## config.mk

```make
export PLATFORM = sky130hd
export DESIGN_NAME = keypad_numeric_entry_flat
export DESIGN_NICKNAME = d
export VERILOG_FILES = /design/src/design/kne_pkg.sv /design/src/design/kne_if.sv /design/src/design/kne_update.sv /design/src/design/kne_out_reg.sv /design/src/design/keypad_numeric_entry.sv /design/src/flat_wrapper.sv
export SDC_FILE = /design/constraint.sdc
export NUM_CORES = 1
export LEC_CHECK = 0
export BUFFER_PORTS_ARGS = -buffer_cell sky130_fd_sc_hd__buf_2
export CORE_MARGIN = 2
export CORE_UTILIZATION = 35
export DETAILED_ROUTE_END_ITERATION = 10
export PLACE_DENSITY = 0.57
export SLEW_MARGIN = 10
export SYNTH_ARGS = -nofsm -noshare
export SYNTH_HDL_FRONTEND = slang
export SYNTH_SLANG_ARGS = --single-unit
```

## constraint.sdc

```tcl
create_clock -name clk_i -period 16.7 [get_ports clk_i]
set_input_delay 2.505 -clock clk_i [delete_from_list [all_inputs] [get_ports clk_i]]
set_output_delay 2.505 -clock clk_i [all_outputs]
set_load 0.005 [all_outputs]
```

## src/design/kne_pkg.sv

```systemverilog
// Package for the keypad numeric entry block: status codes, request and
// result types, key layout table and fixed constants. No dependencies.
`timescale 1ns / 1ps
`default_nettype none

package kne_pkg;

  localparam int unsigned ValueW = 14;
  localparam int unsigned TickW  = 16;
  localparam int unsigned KeyW   = 7;
  localparam int unsigned CountW = 3;

  localparam logic [ValueW-1:0] VALUE_MAX       = 14'h3FFF;
  localparam logic [TickW-1:0]  TICK_MAX        = 16'hFFFF;
  localparam logic [TickW-1:0]  TIMEOUT_RESET   = 16'd5000;
  localparam logic [KeyW-1:0]   KEY_HASH        = 7'h23;
  localparam logic [KeyW-1:0]   KEY_DELETE      = 7'h44;
  localparam logic [KeyW-1:0]   ASCII_ZERO      = 7'd48;
  localparam logic [KeyW-1:0]   ASCII_NINE      = 7'd57;
  localparam logic [KeyW-1:0]   KEY_NONE        = 7'd0;
  localparam logic [3:0]        DECIMAL_BASE    = 4'd10;
  localparam logic [15:0]       DIV10_RECIP     = 16'd52429;
  localparam int unsigned       DIV10_SHIFT     = 19;

  typedef enum logic [2:0] {
    ST_DIGIT   = 3'd0,
    ST_NONE    = 3'd1,
    ST_DELETE  = 3'd2,
    ST_PROMPT  = 3'd3,
    ST_DONE    = 3'd4,
    ST_TIMEOUT = 3'd5
  } status_e;

  typedef struct packed {
    logic       req_type;
    logic [1:0] key_row;
    logic [1:0] key_col;
  } req_t;

  typedef struct packed {
    status_e             status;
    logic [ValueW-1:0]   value;
    logic [CountW-1:0]   digit_count;
    logic [KeyW-1:0]     key_code;
  } rsp_t;

  localparam logic [KeyW-1:0] KEY_TABLE [16] = '{
    7'h37, 7'h38, 7'h39, 7'h41,
    7'h34, 7'h35, 7'h36, 7'h42,
    7'h31, 7'h32, 7'h33, 7'h43,
    7'h2A, 7'h30, 7'h23, 7'h44
  };

  function automatic logic [KeyW-1:0] decode_key(input logic [1:0] row, input logic [1:0] col);
    return KEY_TABLE[{row, col}];
  endfunction

endpackage

`default_nettype wire

```

## src/design/kne_if.sv

```systemverilog
// Channel interfaces for the keypad numeric entry block: key/tick requests,
// results and the timeout register write channel. Depends on kne_pkg.
`timescale 1ns / 1ps
`default_nettype none

interface kne_req_if;
  logic       valid;
  logic       ready;
  logic       req_type;
  logic [1:0] key_row;
  logic [1:0] key_col;
  modport source (output valid, req_type, key_row, key_col, input ready);
  modport sink   (input valid, req_type, key_row, key_col, output ready);
endinterface

interface kne_rsp_if;
  logic                         valid;
  logic                         ready;
  logic [2:0]                   status;
  logic [kne_pkg::ValueW-1:0]   value;
  logic [kne_pkg::CountW-1:0]   digit_count;
  logic [kne_pkg::KeyW-1:0]     key_code;
  modport source (output valid, status, value, digit_count, key_code, input ready);
  modport sink   (input valid, status, value, digit_count, key_code, output ready);
endinterface

interface kne_cfg_if;
  logic                        valid;
  logic                        ready;
  logic [kne_pkg::TickW-1:0]   data;
  modport source (output valid, data, input ready);
  modport sink   (input valid, data, output ready);
endinterface

`default_nettype wire

```

## src/design/kne_update.sv

```systemverilog
// Entry state registers and the single-pass update for one request.
// Depends on kne_pkg.
`timescale 1ns / 1ps
`default_nettype none

module kne_update #(
  parameter int unsigned MAX_DIGITS = 4,
  parameter int unsigned CntW       = $clog2(MAX_DIGITS + 1)
) (
  input  logic                        clk_i,
  input  logic                        rst_ni,
  input  logic                        fire_i,
  input  kne_pkg::req_t               req_i,
  input  logic [kne_pkg::TickW-1:0]   timeout_ticks_i,
  output logic                        emit_o,
  output kne_pkg::rsp_t               rsp_o
);

  logic [kne_pkg::ValueW-1:0] acc_q, acc_d;
  logic [CntW-1:0]            cnt_q, cnt_d;
  logic                       flag_q, flag_d;
  logic [kne_pkg::TickW-1:0]  idle_q, idle_d;

  logic [kne_pkg::TickW-1:0]  idle_inc;
  logic [kne_pkg::KeyW-1:0]   key;
  logic [kne_pkg::KeyW-1:0]   digit;
  logic [17:0]                appended;
  logic [kne_pkg::ValueW-1:0] appended_sat;
  logic [29:0]                div_prod;
  logic [kne_pkg::ValueW-1:0] quotient;
  logic [CntW+2:0]            cnt_wide;
  logic                       emit;
  kne_pkg::status_e           status;
  logic [kne_pkg::ValueW-1:0] out_value;
  logic [CntW-1:0]            out_cnt;
  logic [kne_pkg::KeyW-1:0]   out_key;

  assign key          = kne_pkg::decode_key(req_i.key_row, req_i.key_col);
  assign digit        = key - kne_pkg::ASCII_ZERO;
  assign appended     = {4'b0, acc_q} * {14'b0, kne_pkg::DECIMAL_BASE} + {11'b0, digit};
  assign appended_sat = (appended > {4'b0, kne_pkg::VALUE_MAX}) ? kne_pkg::VALUE_MAX
                                                                  : appended[13:0];
  assign div_prod     = {16'b0, acc_q} * {14'b0, kne_pkg::DIV10_RECIP};
  assign quotient     = {3'b0, div_prod[29:kne_pkg::DIV10_SHIFT]};
  assign idle_inc     = (idle_q == kne_pkg::TICK_MAX) ? idle_q : idle_q + 16'd1;

  always_comb begin
    acc_d     = acc_q;
    cnt_d     = cnt_q;
    flag_d    = flag_q;
    idle_d    = '0;
    emit      = 1'b1;
    status    = kne_pkg::ST_NONE;
    out_value = acc_q;
    out_cnt   = cnt_q;
    out_key   = key;
    if (!req_i.req_type) begin
      idle_d  = idle_inc;
      emit    = 1'b0;
      out_key = kne_pkg::KEY_NONE;
      if (idle_inc >= timeout_ticks_i) begin
        acc_d     = '0;
        cnt_d     = '0;
        flag_d    = 1'b0;
        idle_d    = '0;
        emit      = 1'b1;
        status    = kne_pkg::ST_TIMEOUT;
        out_value = '0;
        out_cnt   = '0;
      end
    end else if (key inside {[kne_pkg::ASCII_ZERO:kne_pkg::ASCII_NINE]}) begin
      flag_d = 1'b1;
      if (cnt_q < CntW'(MAX_DIGITS)) begin
        acc_d     = appended_sat;
        cnt_d     = cnt_q + CntW'(1);
        status    = kne_pkg::ST_DIGIT;
        out_value = appended_sat;
        out_cnt   = cnt_q + CntW'(1);
      end
    end else if (key == kne_pkg::KEY_HASH) begin
      if (!flag_q) begin
        status = kne_pkg::ST_PROMPT;
      end else begin
        acc_d  = '0;
        cnt_d  = '0;
        flag_d = 1'b0;
        status = kne_pkg::ST_DONE;
      end
    end else if (key == kne_pkg::KEY_DELETE) begin
      if (cnt_q != '0) begin
        acc_d     = quotient;
        cnt_d     = cnt_q - CntW'(1);
        status    = kne_pkg::ST_DELETE;
        out_value = quotient;
        out_cnt   = cnt_q - CntW'(1);
        if (quotient == '0) begin
          flag_d = 1'b0;
        end
      end
    end
  end

  assign cnt_wide = {3'b0, out_cnt};

  assign emit_o            = emit;
  assign rsp_o.status      = status;
  assign rsp_o.value       = out_value;
  assign rsp_o.digit_count = cnt_wide[2:0];
  assign rsp_o.key_code    = out_key;

  always_ff @(posedge clk_i or negedge rst_ni) begin
    if (!rst_ni) begin
      acc_q  <= '0;
      cnt_q  <= '0;
      flag_q <= 1'b0;
      idle_q <= '0;
    end else if (fire_i) begin
      acc_q  <= acc_d;
      cnt_q  <= cnt_d;
      flag_q <= flag_d;
      idle_q <= idle_d;
    end
  end

endmodule

`default_nettype wire

```

## src/design/kne_out_reg.sv

```systemverilog
// Result register driving the result channel; holds a result until taken.
// Depends on kne_pkg and kne_rsp_if.
`timescale 1ns / 1ps
`default_nettype none

module kne_out_reg (
  input  logic             clk_i,
  input  logic             rst_ni,
  input  logic             load_i,
  input  kne_pkg::rsp_t    data_i,
  output logic             free_o,
  kne_rsp_if.source        rsp_o
);

  logic          valid_q, valid_d;
  kne_pkg::rsp_t data_q;

  assign free_o  = !valid_q || rsp_o.ready;
  assign valid_d = load_i || (valid_q && !rsp_o.ready);

  always_ff @(posedge clk_i or negedge rst_ni) begin
    if (!rst_ni) begin
      valid_q <= 1'b0;
    end else begin
      valid_q <= valid_d;
    end
  end

  always_ff @(posedge clk_i) begin
    if (load_i) begin
      data_q <= data_i;
    end
  end

  assign rsp_o.valid       = valid_q;
  assign rsp_o.status      = data_q.status;
  assign rsp_o.value       = data_q.value;
  assign rsp_o.digit_count = data_q.digit_count;
  assign rsp_o.key_code    = data_q.key_code;

endmodule

`default_nettype wire

```

## src/design/keypad_numeric_entry.sv

```systemverilog
// Top level of the keypad numeric entry block: request register, timeout
// register, entry update and result register. Depends on kne_pkg, kne_if,
// kne_update and kne_out_reg.
`timescale 1ns / 1ps
`default_nettype none

// Keypad number entry. Each request is a 1 ms idle tick or a key press given
// as row and column (layout 789A / 456B / 123C / *0#D). Digits build a
// decimal number of up to MAX_DIGITS digits, D deletes the last digit, and #
// finishes the entry once a digit was typed (otherwise a prompt status).
// Every key press gives one result; a tick gives one only when the idle count
// reaches timeout_ticks, which ends the entry with a timeout. One request is
// taken every clock cycle unless stalled: the request register feeds a
// single-pass state update into the result register, so the next request
// may follow immediately. The result register holds an untaken result; the
// request side stalls only when both registers are full. timeout_ticks resets
// to 5000; the user must write it through cfg_i while idle (not enforced).
module keypad_numeric_entry #(
  parameter int unsigned MAX_DIGITS = 4
) (
  input  logic       clk_i,
  input  logic       rst_ni,
  kne_cfg_if.sink    cfg_i,
  kne_req_if.sink    req_i,
  kne_rsp_if.source  rsp_o
);

  logic                       in_valid_q, in_valid_d;
  kne_pkg::req_t              in_req_q;
  logic [kne_pkg::TickW-1:0]  timeout_q;
  logic                       req_fire;
  logic                       fire;
  logic                       out_free;
  logic                       emit;
  kne_pkg::rsp_t              rsp;

  assign cfg_i.ready = 1'b1;
  assign fire        = in_valid_q && out_free;
  assign req_i.ready = !in_valid_q || out_free;
  assign req_fire    = req_i.valid && req_i.ready;
  assign in_valid_d  = req_fire || (in_valid_q && !fire);

  always_ff @(posedge clk_i or negedge rst_ni) begin
    if (!rst_ni) begin
      in_valid_q <= 1'b0;
      timeout_q  <= kne_pkg::TIMEOUT_RESET;
    end else begin
      in_valid_q <= in_valid_d;
      if (cfg_i.valid) begin
        timeout_q <= cfg_i.data;
      end
    end
  end

  always_ff @(posedge clk_i) begin
    if (req_fire) begin
      in_req_q <= '{req_type: req_i.req_type, key_row: req_i.key_row,
                    key_col: req_i.key_col};
    end
  end

  kne_update #(
    .MAX_DIGITS (MAX_DIGITS)
  ) u_update (
    .clk_i           (clk_i),
    .rst_ni          (rst_ni),
    .fire_i          (fire),
    .req_i           (in_req_q),
    .timeout_ticks_i (timeout_q),
    .emit_o          (emit),
    .rsp_o           (rsp)
  );

  kne_out_reg u_out_reg (
    .clk_i  (clk_i),
    .rst_ni (rst_ni),
    .load_i (fire && emit),
    .data_i (rsp),
    .free_o (out_free),
    .rsp_o  (rsp_o)
  );

`ifndef SYNTH
  a_timeout_clears : assert property (@(posedge clk_i) disable iff (!rst_ni)
    rsp_o.valid && (rsp_o.status == kne_pkg::ST_TIMEOUT) |->
      (rsp_o.value == '0) && (rsp_o.digit_count == '0) &&
      (rsp_o.key_code == kne_pkg::KEY_NONE))
    else $error("timeout result carries entry data");

  a_done_on_hash : assert property (@(posedge clk_i) disable iff (!rst_ni)
    rsp_o.valid && (rsp_o.status == kne_pkg::ST_DONE) |->
      (rsp_o.key_code == kne_pkg::KEY_HASH))
    else $error("done result without hash key");

  a_stall_only_full : assert property (@(posedge clk_i) disable iff (!rst_ni)
    !req_i.ready |-> in_valid_q && rsp_o.valid && !rsp_o.ready)
    else $error("request side stalled with room available");

  a_tick_no_key : assert property (@(posedge clk_i) disable iff (!rst_ni)
    fire && emit && !in_req_q.req_type |=> rsp_o.valid &&
      (rsp_o.status == kne_pkg::ST_TIMEOUT))
    else $error("tick produced a non-timeout result");
`endif

endmodule

`default_nettype wire

```

## src/flat_wrapper.sv

```systemverilog
// flat-port wrapper written by rule: the top's interface ports become plain ports
module keypad_numeric_entry_flat 
#(
  parameter int unsigned MAX_DIGITS = 4
)
  (clk_i, rst_ni, cfg_i_valid, cfg_i_data, cfg_i_ready, req_i_valid, req_i_req_type, req_i_key_row, req_i_key_col, req_i_ready, rsp_o_valid, rsp_o_status, rsp_o_value, rsp_o_digit_count, rsp_o_key_code, rsp_o_ready);
  kne_cfg_if cfg_i_i ();
  kne_req_if req_i_i ();
  kne_rsp_if rsp_o_i ();
  input  logic clk_i;
  input  logic rst_ni;
  input wire logic [$bits(cfg_i_i.valid)-1:0] cfg_i_valid;
  input wire logic [$bits(cfg_i_i.data)-1:0] cfg_i_data;
  output wire logic [$bits(cfg_i_i.ready)-1:0] cfg_i_ready;
  input wire logic [$bits(req_i_i.valid)-1:0] req_i_valid;
  input wire logic [$bits(req_i_i.req_type)-1:0] req_i_req_type;
  input wire logic [$bits(req_i_i.key_row)-1:0] req_i_key_row;
  input wire logic [$bits(req_i_i.key_col)-1:0] req_i_key_col;
  output wire logic [$bits(req_i_i.ready)-1:0] req_i_ready;
  output wire logic [$bits(rsp_o_i.valid)-1:0] rsp_o_valid;
  output wire logic [$bits(rsp_o_i.status)-1:0] rsp_o_status;
  output wire logic [$bits(rsp_o_i.value)-1:0] rsp_o_value;
  output wire logic [$bits(rsp_o_i.digit_count)-1:0] rsp_o_digit_count;
  output wire logic [$bits(rsp_o_i.key_code)-1:0] rsp_o_key_code;
  input wire logic [$bits(rsp_o_i.ready)-1:0] rsp_o_ready;
  assign cfg_i_i.valid = cfg_i_valid;
  assign cfg_i_i.data = cfg_i_data;
  assign cfg_i_ready = cfg_i_i.ready;
  assign req_i_i.valid = req_i_valid;
  assign req_i_i.req_type = req_i_req_type;
  assign req_i_i.key_row = req_i_key_row;
  assign req_i_i.key_col = req_i_key_col;
  assign req_i_ready = req_i_i.ready;
  assign rsp_o_valid = rsp_o_i.valid;
  assign rsp_o_status = rsp_o_i.status;
  assign rsp_o_value = rsp_o_i.value;
  assign rsp_o_digit_count = rsp_o_i.digit_count;
  assign rsp_o_key_code = rsp_o_i.key_code;
  assign rsp_o_i.ready = rsp_o_ready;
  keypad_numeric_entry #(.MAX_DIGITS(MAX_DIGITS)) u_core (.clk_i(clk_i), .rst_ni(rst_ni), .cfg_i(cfg_i_i), .req_i(req_i_i), .rsp_o(rsp_o_i));
endmodule
```

Word level (Yosys, flattened, before mapping) --
Memory sizes are Yosys's and may differ from the RTL's. Index checks and enable logic that the tools add are counted.
Cells by class: $lt $le $gt $ge 6, multipliers 2, reductions and logical operators 19, multiplexer cells 45, bitwise logic cells 1, add/subtract/negate cells 5, eq/ne operators 7
Operators with widths (count):
- 2-to-1 mux 14 bit | 12
- 2-to-1 mux 16 bit | 3
- 2-to-1 mux 3 bit | 16
- multiplier 14 x 16 -> 30 bit, second input constant | 1
- adder 18 x 7 -> 18 bit | 1
- greater-than comparator 18 x 14 -> 1 bit, second input constant | 1
- multiplier 14 x 3 -> 17 bit, second input constant | 1
- adder 16 x 1 -> 16 bit, second input constant | 1
- == test 16 bit, second input constant | 1
- greater-or-equal comparator 16 bit | 1
- != test 4 bit, second input constant | 4
- logical NOT 14 bit | 1
- 2-to-1 mux 7 bit | 2
- 2-to-1 mux 1 bit | 10
- == test 7 x 6 -> 1 bit, second input constant | 1
- == test 7 bit, second input constant | 1
- greater-or-equal comparator 7 x 6 -> 1 bit, second input constant | 1
- <= comparator 7 x 6 -> 1 bit, second input constant | 1
- subtractor 7 x 6 -> 7 bit, second input constant | 1
- logical AND 1 bit | 6
- greater-or-equal comparator 5 bit, second input constant | 1
- inverter 4 -> 5 bit | 1
- AND reduction 5 bit | 1
- logical NOT 1 bit | 4
- 8 further kinds | 12
Word-level totals: logic and storage cells 100, output and inout bits 30, memories kept 1, memory bits (read-only) 112, flip-flop bits (word level) 84, input port bits 26
Memories:
- (no name shown) | depth 16, width 7, rd ports 1, clocked after memory_dff 0, wr ports 0, RTL line kne_pkg.sv:55 | return KEY_TABLE[{row, col}];

Logic depth before layout (Yosys ltp) --
Gate-level depths: netlist of the first run.
word-level depth 11, gate-level depth with buffers 22, mapped depth without buffers 22

Modules after synthesis --
From an unflattened synthesis of the first run, not the netlist that was laid out.
Second synthesis, totals: cell total of the unflattened synthesis 992, area, all modules 9369.0 µm²
Modules (own cells, without submodules):
- kne_update | times used 1, sequential area each 850.8 µm², cells each 915, area an instance 7637.3 µm²
- keypad_numeric_entry | times used 1, sequential area each 581.8 µm², cells each 47, area an instance 873.3 µm²
- kne_out_reg | times used 1, sequential area each 835.8 µm², cells each 30, area an instance 858.3 µm²

Least setup slack after synthesis of the first run --
Ideal clock, no wire load.
kind register to register, from register u_core.u_update.acc_q[12] (netlist name), to register u_core.u_update.flag_q, buffers on the path 0, stages on the path, launching flop included 20, setup slack 10.715 ns, data required time 16.566 ns, arrival time 5.851 ns, cells stage by stage dfrtp_1 inv_1 ha_1 fa_1 fa_1 fa_1 inv_1 fa_1 inv_1 fa_1 inv_1 ha_1 and3_1 a311oi_1 a211oi_1 o31ai_1 a32oi_1 or4b_1 a2111oi_0 a21oi_1
On the way: longest elaborated chain between the ends 4
Ends and longest elaborated chain:
- start: declaration | RTL line kne_update.sv:19 | logic [kne_pkg::ValueW-1:0] acc_q, acc_d;
- start signal: assignment | RTL line kne_update.sv:113 | acc_q <= '0;
- start signal: assignment | RTL line kne_update.sv:118 | acc_q <= acc_d;
- multiplier 14 x 16 -> 30 bit | RTL line kne_update.sv:43 | assign div_prod = {16'b0, acc_q} * {14'b0, kne_pkg::DIV10_RECIP};
- logical NOT 14 bit | RTL line kne_update.sv:96 | if (quotient == '0) begin
- != test 4 bit (no line)
- AND reduction 5 bit (no line)
- end signal: assignment | RTL line kne_update.sv:120 | flag_q <= flag_d;
- end: declaration | RTL line kne_update.sv:21 | logic flag_q, flag_d;
No other way between the ends. A chain may end at the register's enable or synchronous reset.

Worst setup path after layout of the first run --
Ends and elaborated chain as after synthesis.

==> metrics.md, run 1 <==
| Metric | Value |
|---|---|
| Status | `complete, no violations` |
| Die extent in y | `169 um` |
| Net count, final | `1310` |
| Post-CTS Setup Inserts | `0` |
| Register area | `2270 um^2` |
| Slew @ Worst Pin | `0.807 ns` |
| Total die area | `28500 um^2` |
| Ports | `56` |
| Number of global-route vias before repair | `7473` |
| Area of the multi-input gates | `6570 um^2` |
| CP Class | `reg2reg` |
| Slew HR | `46.1%` |
| EDFF count, synth | `32` |
| Crit share post-route | `38.7%` |
| N_diodes | `0` |
| Syn. warnings | `0` |
| CTS sink cnt | `84` |
| Sequential element share of the synthesized area | `23.9%` |
| Placer Congestion | `0.864` |
| Clock Tree Buf Depth | `2` |
| Fillers | `2722` |
| Layout cells sized above 1 | `10.0%` |
| Mapped Nets | `1270` |
| Dominant cells by area after synthesis | `ha_1 21%, dfrtp_1 12%, fa_1 12%` |
| Pin count of the biggest net entering global routing | `53` |
| Final HPWL DP | `19600 um` |
| Register bit total from synthesis | `84` |
| H-Tree Depth | `3` |
| RSZ-0062 raised after global routing | `false` |
| Syn Area/Cell | `9.21 um^2` |
| Final WL | `24200 um` |
| Total GRT Usage | `17.4%` |
| Area share of the largest cell type after synthesis | `20.8%` |
| Skew final | `0.0116 ns` |
| Worst Setup End Kind | `flop` |
| Mapped Area | `9490 um^2` |
| Met1 WL | `12100 um` |
| CP required | `16.91 ns` |
| Antenna Violating Nets Remaining | `0` |
| Clk root buf | `clkbuf_16` |
| Hold violation count in the final report | `0` |
| Setup TNS | `0 ns` |
| Post-cts hold buffer count | `0` |
| TritonCTS clock tree | `built` |
| Max-slew violation count | `0` |
| Startpoint Class | `flop` |
| Max_cap viols | `0` |
| Final setup fails | `0` |
| Via-to-Cell Ratio | `5.36` |
| Global-route wire length before repair | `39500 um` |
| Cells after Synth | `1031` |
| Via count | `7601` |
| Hold Path Class | `reg2reg` |
| Area Overhead vs Synth | `9.41%` |
| Crit Path Max Fanout | `10` |
| WL met3 | `1090 um` |
| Drt initial violations | `414` |
| Site Rows | `60` |
| Netlist cell types | `79` |
| I/O Buffers | `54` |
| Initial Utilization | `35.4%` |
| Highest metal used | `met4` |
| Antenna violations before repair | `0` |
| GR Overflow Total | `0` |
| Main flop type after synthesis | `dfrtp_1` |
| Minimum clock period | `6.45 ns` |
| Critical path arrival | `6.66 ns` |
| CORE AREA | `26800 um^2` |
| TritonCTS buffer count | `9` |
| Reg clk slew, reported paths | `0.06 ns` |
| CTS-repair resized insts | `0` |
| Post-DR wirelength/cell | `17.1 um` |
| Width of the chip | `169 um` |
| Max frequency | `0.155 GHz` |
| Clk_lat worst skew | `0.35 ns` |
| Largest area contributor in the netlist | `ha_1` |
| # DRC | `0` |
| Met2 routed WL | `10800 um` |
| Post-synth ARST share | `61.9%` |
| First-pass iteration count of the detailed router | `5` |
-- layout make-up --
cell class / count / share of cell area [%]
Clock inverter: 3 / 0.181
Timing Repair Buffer: 58 / 2.89
Tap cell: 341 / 4.11
Sequential cell: 84 / 21.8
Inverter: 138 / 4.99
Clock buffer: 13 / 2.71
Multi-Input combinational cell: 780 / 63.3
-- cell usage after synthesis, drive strengths merged, types with 17 or more instances --
| master | number |
|---|---|
| edfxtp | 32 |
| a21o | 17 |
| dfrtp | 47 |
| xnor2 | 22 |
| nor2 | 57 |
| o21ai | 66 |
| inv | 137 |
| fa | 55 |
| nand2 | 92 |
| a21oi | 57 |
| xor2 | 18 |
| clkbuf | 18 |
| nand3 | 25 |
| ha | 158 |
-- sequential cells by signal, summed over array words and instances, names as in the netlist --
name	flops
u_core.timeout_q	16
u_core.u_update.flag_q	1
u_core.u_update.idle_q	16
u_core.u_update.cnt_q	3
u_core.u_out_reg.rsp_o.key_code	7
u_core.u_out_reg.rsp_o.value	14
u_core.in_valid_q	1
u_core.u_out_reg.rsp_o.digit_count	3
u_core.u_out_reg.rsp_o.status	3
u_core.in_req_q	5
u_core.u_update.acc_q	14
u_core.u_out_reg.rsp_o.valid	1
-- path summary, 6_finish.rpt --
check	startpoint	endpoint	slack [ns]	cells after the start
setup / recovery	u_core.u_update.acc_q[12]$_DFFE_PN0P_	u_core.u_update.flag_q$_DFFE_PN0P_	10.25	19
hold / removal	u_core.u_update.idle_q[8]$_DFFE_PN0P_	u_core.u_update.idle_q[8]$_DFFE_PN0P_	0.50	1
setup reg to reg	u_core.u_update.acc_q[12]$_DFFE_PN0P_	u_core.u_update.flag_q$_DFFE_PN0P_	10.25	19
hold reg to reg	u_core.u_update.idle_q[8]$_DFFE_PN0P_	u_core.u_update.idle_q[8]$_DFFE_PN0P_	0.50	1
max in group asynchronous	rst_ni	u_core.u_update.acc_q[8]$_DFFE_PN0P_	13.91	2
min in group asynchronous	rst_ni	u_core.timeout_q[4]$_DFFE_PN0P_	2.28	2
-- worst max-delay path, stage by stage (launching register included) --
cell and delay, ns:
dfrtp_1 0.53, inv_1 0.08, ha_1 0.34, fa_1 0.66
fa_1 0.48, fa_1 0.54, inv_1 0.05, fa_1 0.49
inv_1 0.05, fa_1 0.49, inv_1 0.04, ha_1 0.34
and3_1 0.19, a311oi_1 0.34, a211oi_1 0.22, o31ai_1 0.35
a32oi_1 0.13, or4b_1 0.52, a2111oi_0 0.34, a21oi_1 0.13
-- per-stage QoR --
step | area [um^2] | std cells | setup WS, ns | hold WS, ns | util [%]
3_3_place_gp | 10100 | 1401 | 10.36 | 0.483 | 37.6
2_1_floorplan | 9490 | 1031 | 10.71 | 0.457 | -
5_1_grt | 10400 | 1417 | 9.85 | 0.519 | 38.8
3_5_place_dp | 10100 | 1401 | 10.26 | 0.489 | 37.6
4_1_cts | 10400 | 1417 | 10.25 | 0.501 | 38.8
6_report | 10400 | 1417 | 10.25 | 0.496 | 38.8
-- placed cells by master (no fill, tap or decap), drive strengths merged, types with 4 or more instances in the layout --
master / instances
o211ai: 15
nand2b: 8
clkbuf: 13
nand3: 25
nand4: 7
xor2: 18
and3: 6
a22oi: 4
a2111oi: 4
o2111ai: 4
nor2b: 7
and2: 8
a31oi: 15
o31ai: 12
inv: 137
ha: 158
a21oi: 57
a211oi: 13
mux2i: 9
nor2: 57
or2: 8
a22o: 13
dfstp: 5
nand2: 92
fa: 55
o21ai: 66
nand3b: 4
buf: 58
clkinv: 4
o21a: 8
a21o: 17
dfrtp: 47
edfxtp: 32
o2111a: 4
xnor2: 22
nor3: 12
-- metal layers --
metal / GRT usage, % / vias up
met1: 25.2 / 3668
met2: 28.0 / 176
met3: 2.78 / 21
met5: 0 / -
li1: - / 3736
met4: 2.70 / 0
-- cell families after synthesis --
family | share of synthesized area, %
adders and majority gates | 32.4
AOI/OAI and AO/OA | 19.8
muxes | 1.48
and+or+nand+nor | 11.8
DFF | 23.9
buffers and inverters | 6.87
other | 0.0395
xor gates and xnor gates | 3.69
Power of run 1 is not shown: default switching activity piles up to over one toggle a cycle in this logic, so the estimate is an artifact.
==> inputs of run 2 (changes only) <==
--- a/config.mk
+++ b/config.mk
@@ -5,6 +5,7 @@
 export SDC_FILE = /design/constraint.sdc
 export NUM_CORES = 1
 export LEC_CHECK = 0
+export ABC_AREA = 1
 export BUFFER_PORTS_ARGS = -buffer_cell sky130_fd_sc_hd__buf_2
 export CORE_MARGIN = 2
 export CORE_UTILIZATION = 35
==> constraint.sdc (replaced) <==
create_clock -name clk_i -period 6.8 [get_ports clk_i]
set_input_delay 1.02 -clock clk_i [delete_from_list [all_inputs] [get_ports clk_i]]
set_output_delay 1.02 -clock clk_i [all_outputs]
set_load 0.005 [all_outputs]
==> metrics.md, run 2 <==
| Metric | Value |
|---|---|
| Register bit total from synthesis | `84 (unchanged)` |
| Finished Layout Cells | `1842 (+30%)` |
| Setup TNS | `0 ns (unchanged)` |
| GR Overflow Total | `0 (unchanged)` |
| Antenna violations before repair | `0 (unchanged)` |
| Most frequent cells in the layout | `348 x nand2_1, 270 x inv_1, 158 x ha_1` |
| R2R Setup Slk | `0.79 ns (-9.45 ns)` |
| WL met3 | `1380 um (+27%)` |
| Mapped Area | `10300 um^2 (+8.5%)` |
| Final WL | `27900 um (+15%)` |
| Reg2reg end | `u_core.u_update.flag_q$_DFFE_PN0P_` |
| Slew @ Worst Pin | `1.20 ns (+0.394 ns)` |
| TritonCTS clock tree | `built` |
| Met2 routed WL | `12800 um (+19%)` |
| Pin count of the biggest net entering global routing | `53 (unchanged)` |
| Crit Path Max Fanout | `8 (-2)` |
| Dominant cells by area after synthesis | `ha_1 19%, nand2_1 13%, dfrtp_1 11%` |
| Met1 WL | `13100 um (+8.1%)` |
| Layout cells sized above 1 | `8.16% (-1.9 points)` |
| Clk_lat worst skew | `0.34 ns (about the same)` |
| Global-route wire length before repair | `45700 um (+16%)` |
| Worst path max stage delay | `0.68 ns (+0.02 ns)` |
| H-Tree Depth | `3 (unchanged)` |
| Skew final | `0.0103 ns (-0.00139 ns)` |
| CTS sink cnt | `84 (unchanged)` |
| Placer Congestion | `0.974 (+13%)` |
| Initial Utilization | `35.7% (+0.28 points)` |
| Top cells by count, synth | `348 x nand2_1, 270 x inv_1, 158 x ha_1` |
| Total die area | `30800 um^2 (+8.3%)` |
| Crit share post-route | `88.3% (+50 points)` |
| Largest regs | `u_core.timeout_q (16), u_core.u_update.idle_q (16)` |
| Mapped Nets | `1643 (+29%)` |
| # DRC | `0 (unchanged)` |
| I/O Buffers | `54 (unchanged)` |
| Main flop type after synthesis | `dfrtp_1` |
| Ports | `56 (unchanged)` |
| Slowest-stage cell, CP | `fa_1` |
| Min-delay src | `u_core.timeout_q[7]$_DFFE_PN1P_` |
| Cells after Synth | `1404 (+36%)` |
| Minimum clock period | `6.01 ns (-0.449 ns)` |
| Status | `complete, no violations` |
| Highest metal used | `met4` |
| Syn. warnings | `0 (unchanged)` |
| TritonCTS buffer count | `9 (unchanged)` |
| Worst path most repeated cell | `nand2_1` |
| Max frequency | `0.167 GHz (+7.5%)` |
| CP delay by family, top | `adder cells` |
| R2R Path Start | `u_core.u_update.acc_q[12]$_DFFE_PN0P_` |
| Syn Area/Cell | `7.34 um^2 (-20%)` |
| Number of global-route vias before repair | `8851 (+18%)` |
| Antenna Violating Nets Remaining | `0 (unchanged)` |
| Sequential element share of the synthesized area | `22.0% (-1.9 points)` |
| Post-CTS Setup Inserts | `0 (unchanged)` |
| Reg clk slew, reported paths | `0.07 ns (about the same)` |
| Final HPWL DP | `23200 um (+18%)` |
| Post-synth ARST share | `61.9% (unchanged)` |
| Width of the chip | `176 um (+4.1%)` |
| EDFF count, synth | `32 (unchanged)` |
| Clk root buf | `clkbuf_16` |
| Slew HR | `19.8% (-26 points)` |
| Area share of the largest cell type after synthesis | `19.2% (-1.6 points)` |
| Area Overhead vs Synth | `9.30% (about the same)` |
| First-pass iteration count of the detailed router | `5 (unchanged)` |
| Total GRT Usage | `18.7% (+1.2 points)` |
| N_diodes | `0 (unchanged)` |
| Critical path arrival | `6.23 ns (-0.43 ns)` |
| CORE AREA | `28900 um^2 (+7.7%)` |
| Largest area contributor in the netlist | `ha_1` |
| Final setup fails | `0 (unchanged)` |
| R2R cell count | `26 (+7)` |
| CP Class | `reg2reg` |
| Clock Tree Buf Depth | `2 (unchanged)` |
| Net count, final | `1692 (+29%)` |
| Hold violation count in the final report | `0 (unchanged)` |
| Max-slew violation count | `0 (unchanged)` |
| Hold Path Depth | `2 (+1)` |
| CP Buf/Inv Count | `4 (unchanged)` |
| Site Rows | `62 (+3.3%)` |
| Post-cts hold buffer count | `0 (unchanged)` |
| CP required | `7.02 ns (-9.89 ns)` |
| Via-to-Cell Ratio | `4.95 (-7.7%)` |
| CTS-repair resized insts | `0 (unchanged)` |
| Dpl cells | `1826 (+30%)` |
| Hold Path Class | `reg2reg` |
| Via count | `9118 (+20%)` |
| Endpoint, Worst Hold | `u_core.timeout_q[7]$_DFFE_PN1P_` |
| Worst Setup End Kind | `flop` |
| RSZ-0062 raised after global routing | `false` |
| Post-DR wirelength/cell | `15.1 um (-11%)` |
| Die extent in y | `176 um (+4.1%)` |
| Netlist cell types | `53 (-33%)` |
| Most frequent cell after synthesis | `nand2_1` |
| Max_cap viols | `0 (unchanged)` |
| Startpoint Class | `flop` |
| Drt initial violations | `630 (+52%)` |
| Commonest non-fill, non-tap cell in the layout | `nand2_1` |
## run 2: cell types whose count changed after synthesis, moves of 9 or more
cell      change
nand2_2      +11
a22o_1       -13
nand4_1      +21
nand2_1     +256
inv_1       +135
a211oi_1     -12
o31ai_1      -11
a21o_1       -16
nor2_1       +34
xnor2_1      -11
clkbuf_1      -9
nand3_1      +73
## run 2: area by class of cell
class                      count  area (um^2)
fill                        3038        17600
multi-input combinational   1018         6870
sequential                    84         2270
inverter                     281         1060
tap                          384          480
timing repair buffer          59          308
clock buffer                  10          239
clock inverter                 6         42.5
## run 2: cell families (layout without fill, tap and decap cells)
family | after synthesis | count (layout) | share of synthesized area (%)
adder cells (fa/ha/maj) | 213 | 213 | 29.9
AO/OA/AOI/OAI | 169 | 169 | 9.06
buffers and inverters | 302 | 356 | 11.4
other | 1 | 1 | 0.0364
AND/OR/NAND/NOR | 606 | 606 | 25.2
multiplexers | 1 | 1 | 0.109
flip-flops | 84 | 84 | 22.0
XOR/XNOR | 28 | 28 | 2.38
## run 2: metal layers
| layer | vias up | global-route usage (%) |
|---|---|---|
| met5 | - | 0 |
| met3 | 44 | 2.12 |
| met4 | 0 | 4.79 |
| li1 | 4595 | - |
| met2 | 240 | 30.8 |
| met1 | 4239 | 26.1 |
## run 2: metrics by stage
step | hold slack, ns | utilization [%] | worst slack, ns | instance area (um^2)
floorplan | 0.465 | - | 1.57 | 10300
global placement | 0.482 | 38.1 | 0.831 | 11000
detailed placement | 0.489 | 38.1 | 0.866 | 11000
CTS | 0.500 | 39.0 | 0.828 | 11300
global route | 0.525 | 39.0 | 0.390 | 11300
finish | 0.495 | 39.0 | 0.794 | 11300
## run 2: worst reg2reg max path: stages, from the launching register on
cell     delay (ns)
dfrtp_1        0.53
inv_1          0.17
ha_1           0.36
fa_1           0.68
fa_1           0.50
fa_1           0.55
inv_1          0.05
fa_1           0.54
inv_1          0.07
fa_1           0.50
inv_1          0.04
ha_1           0.31
nand2_1        0.10
nor2_1         0.26
nand2_1        0.17
nor2_1         0.13
nand2_1        0.10
nand3_1        0.11
nand2_1        0.05
nand2_1        0.13
nand2_1        0.07
nor2_1         0.10
nand3_1        0.08
nand3_1        0.07
nand4_1        0.08
nand2_1        0.08
nand2_1        0.05
## run 2: worst max path at each step
stage / slack [ns] / depth (start not counted) / endpoint / startpoint
after CTS: 0.83 / 26 / u_core.u_update.flag_q$_DFFE_PN0P_ / u_core.u_update.acc_q[12]$_DFFE_PN0P_
after detailed placement: 0.87 / 26 / u_core.u_update.flag_q$_DFFE_PN0P_ / u_core.u_update.acc_q[12]$_DFFE_PN0P_
after floorplan: 1.57 / 21 / u_core.u_out_reg.rsp_o.value[2]$_DFFE_PP_ / u_core.u_update.acc_q[12]$_DFFE_PN0P_
after global placement: 0.83 / 26 / u_core.u_update.flag_q$_DFFE_PN0P_ / u_core.u_update.acc_q[12]$_DFFE_PN0P_
final: 0.79 / 26 / u_core.u_update.flag_q$_DFFE_PN0P_ / u_core.u_update.acc_q[12]$_DFFE_PN0P_
after global routing: 0.39 / 26 / u_core.u_update.flag_q$_DFFE_PN0P_ / u_core.u_update.acc_q[12]$_DFFE_PN0P_
Power of run 2 is left out for the same reason.
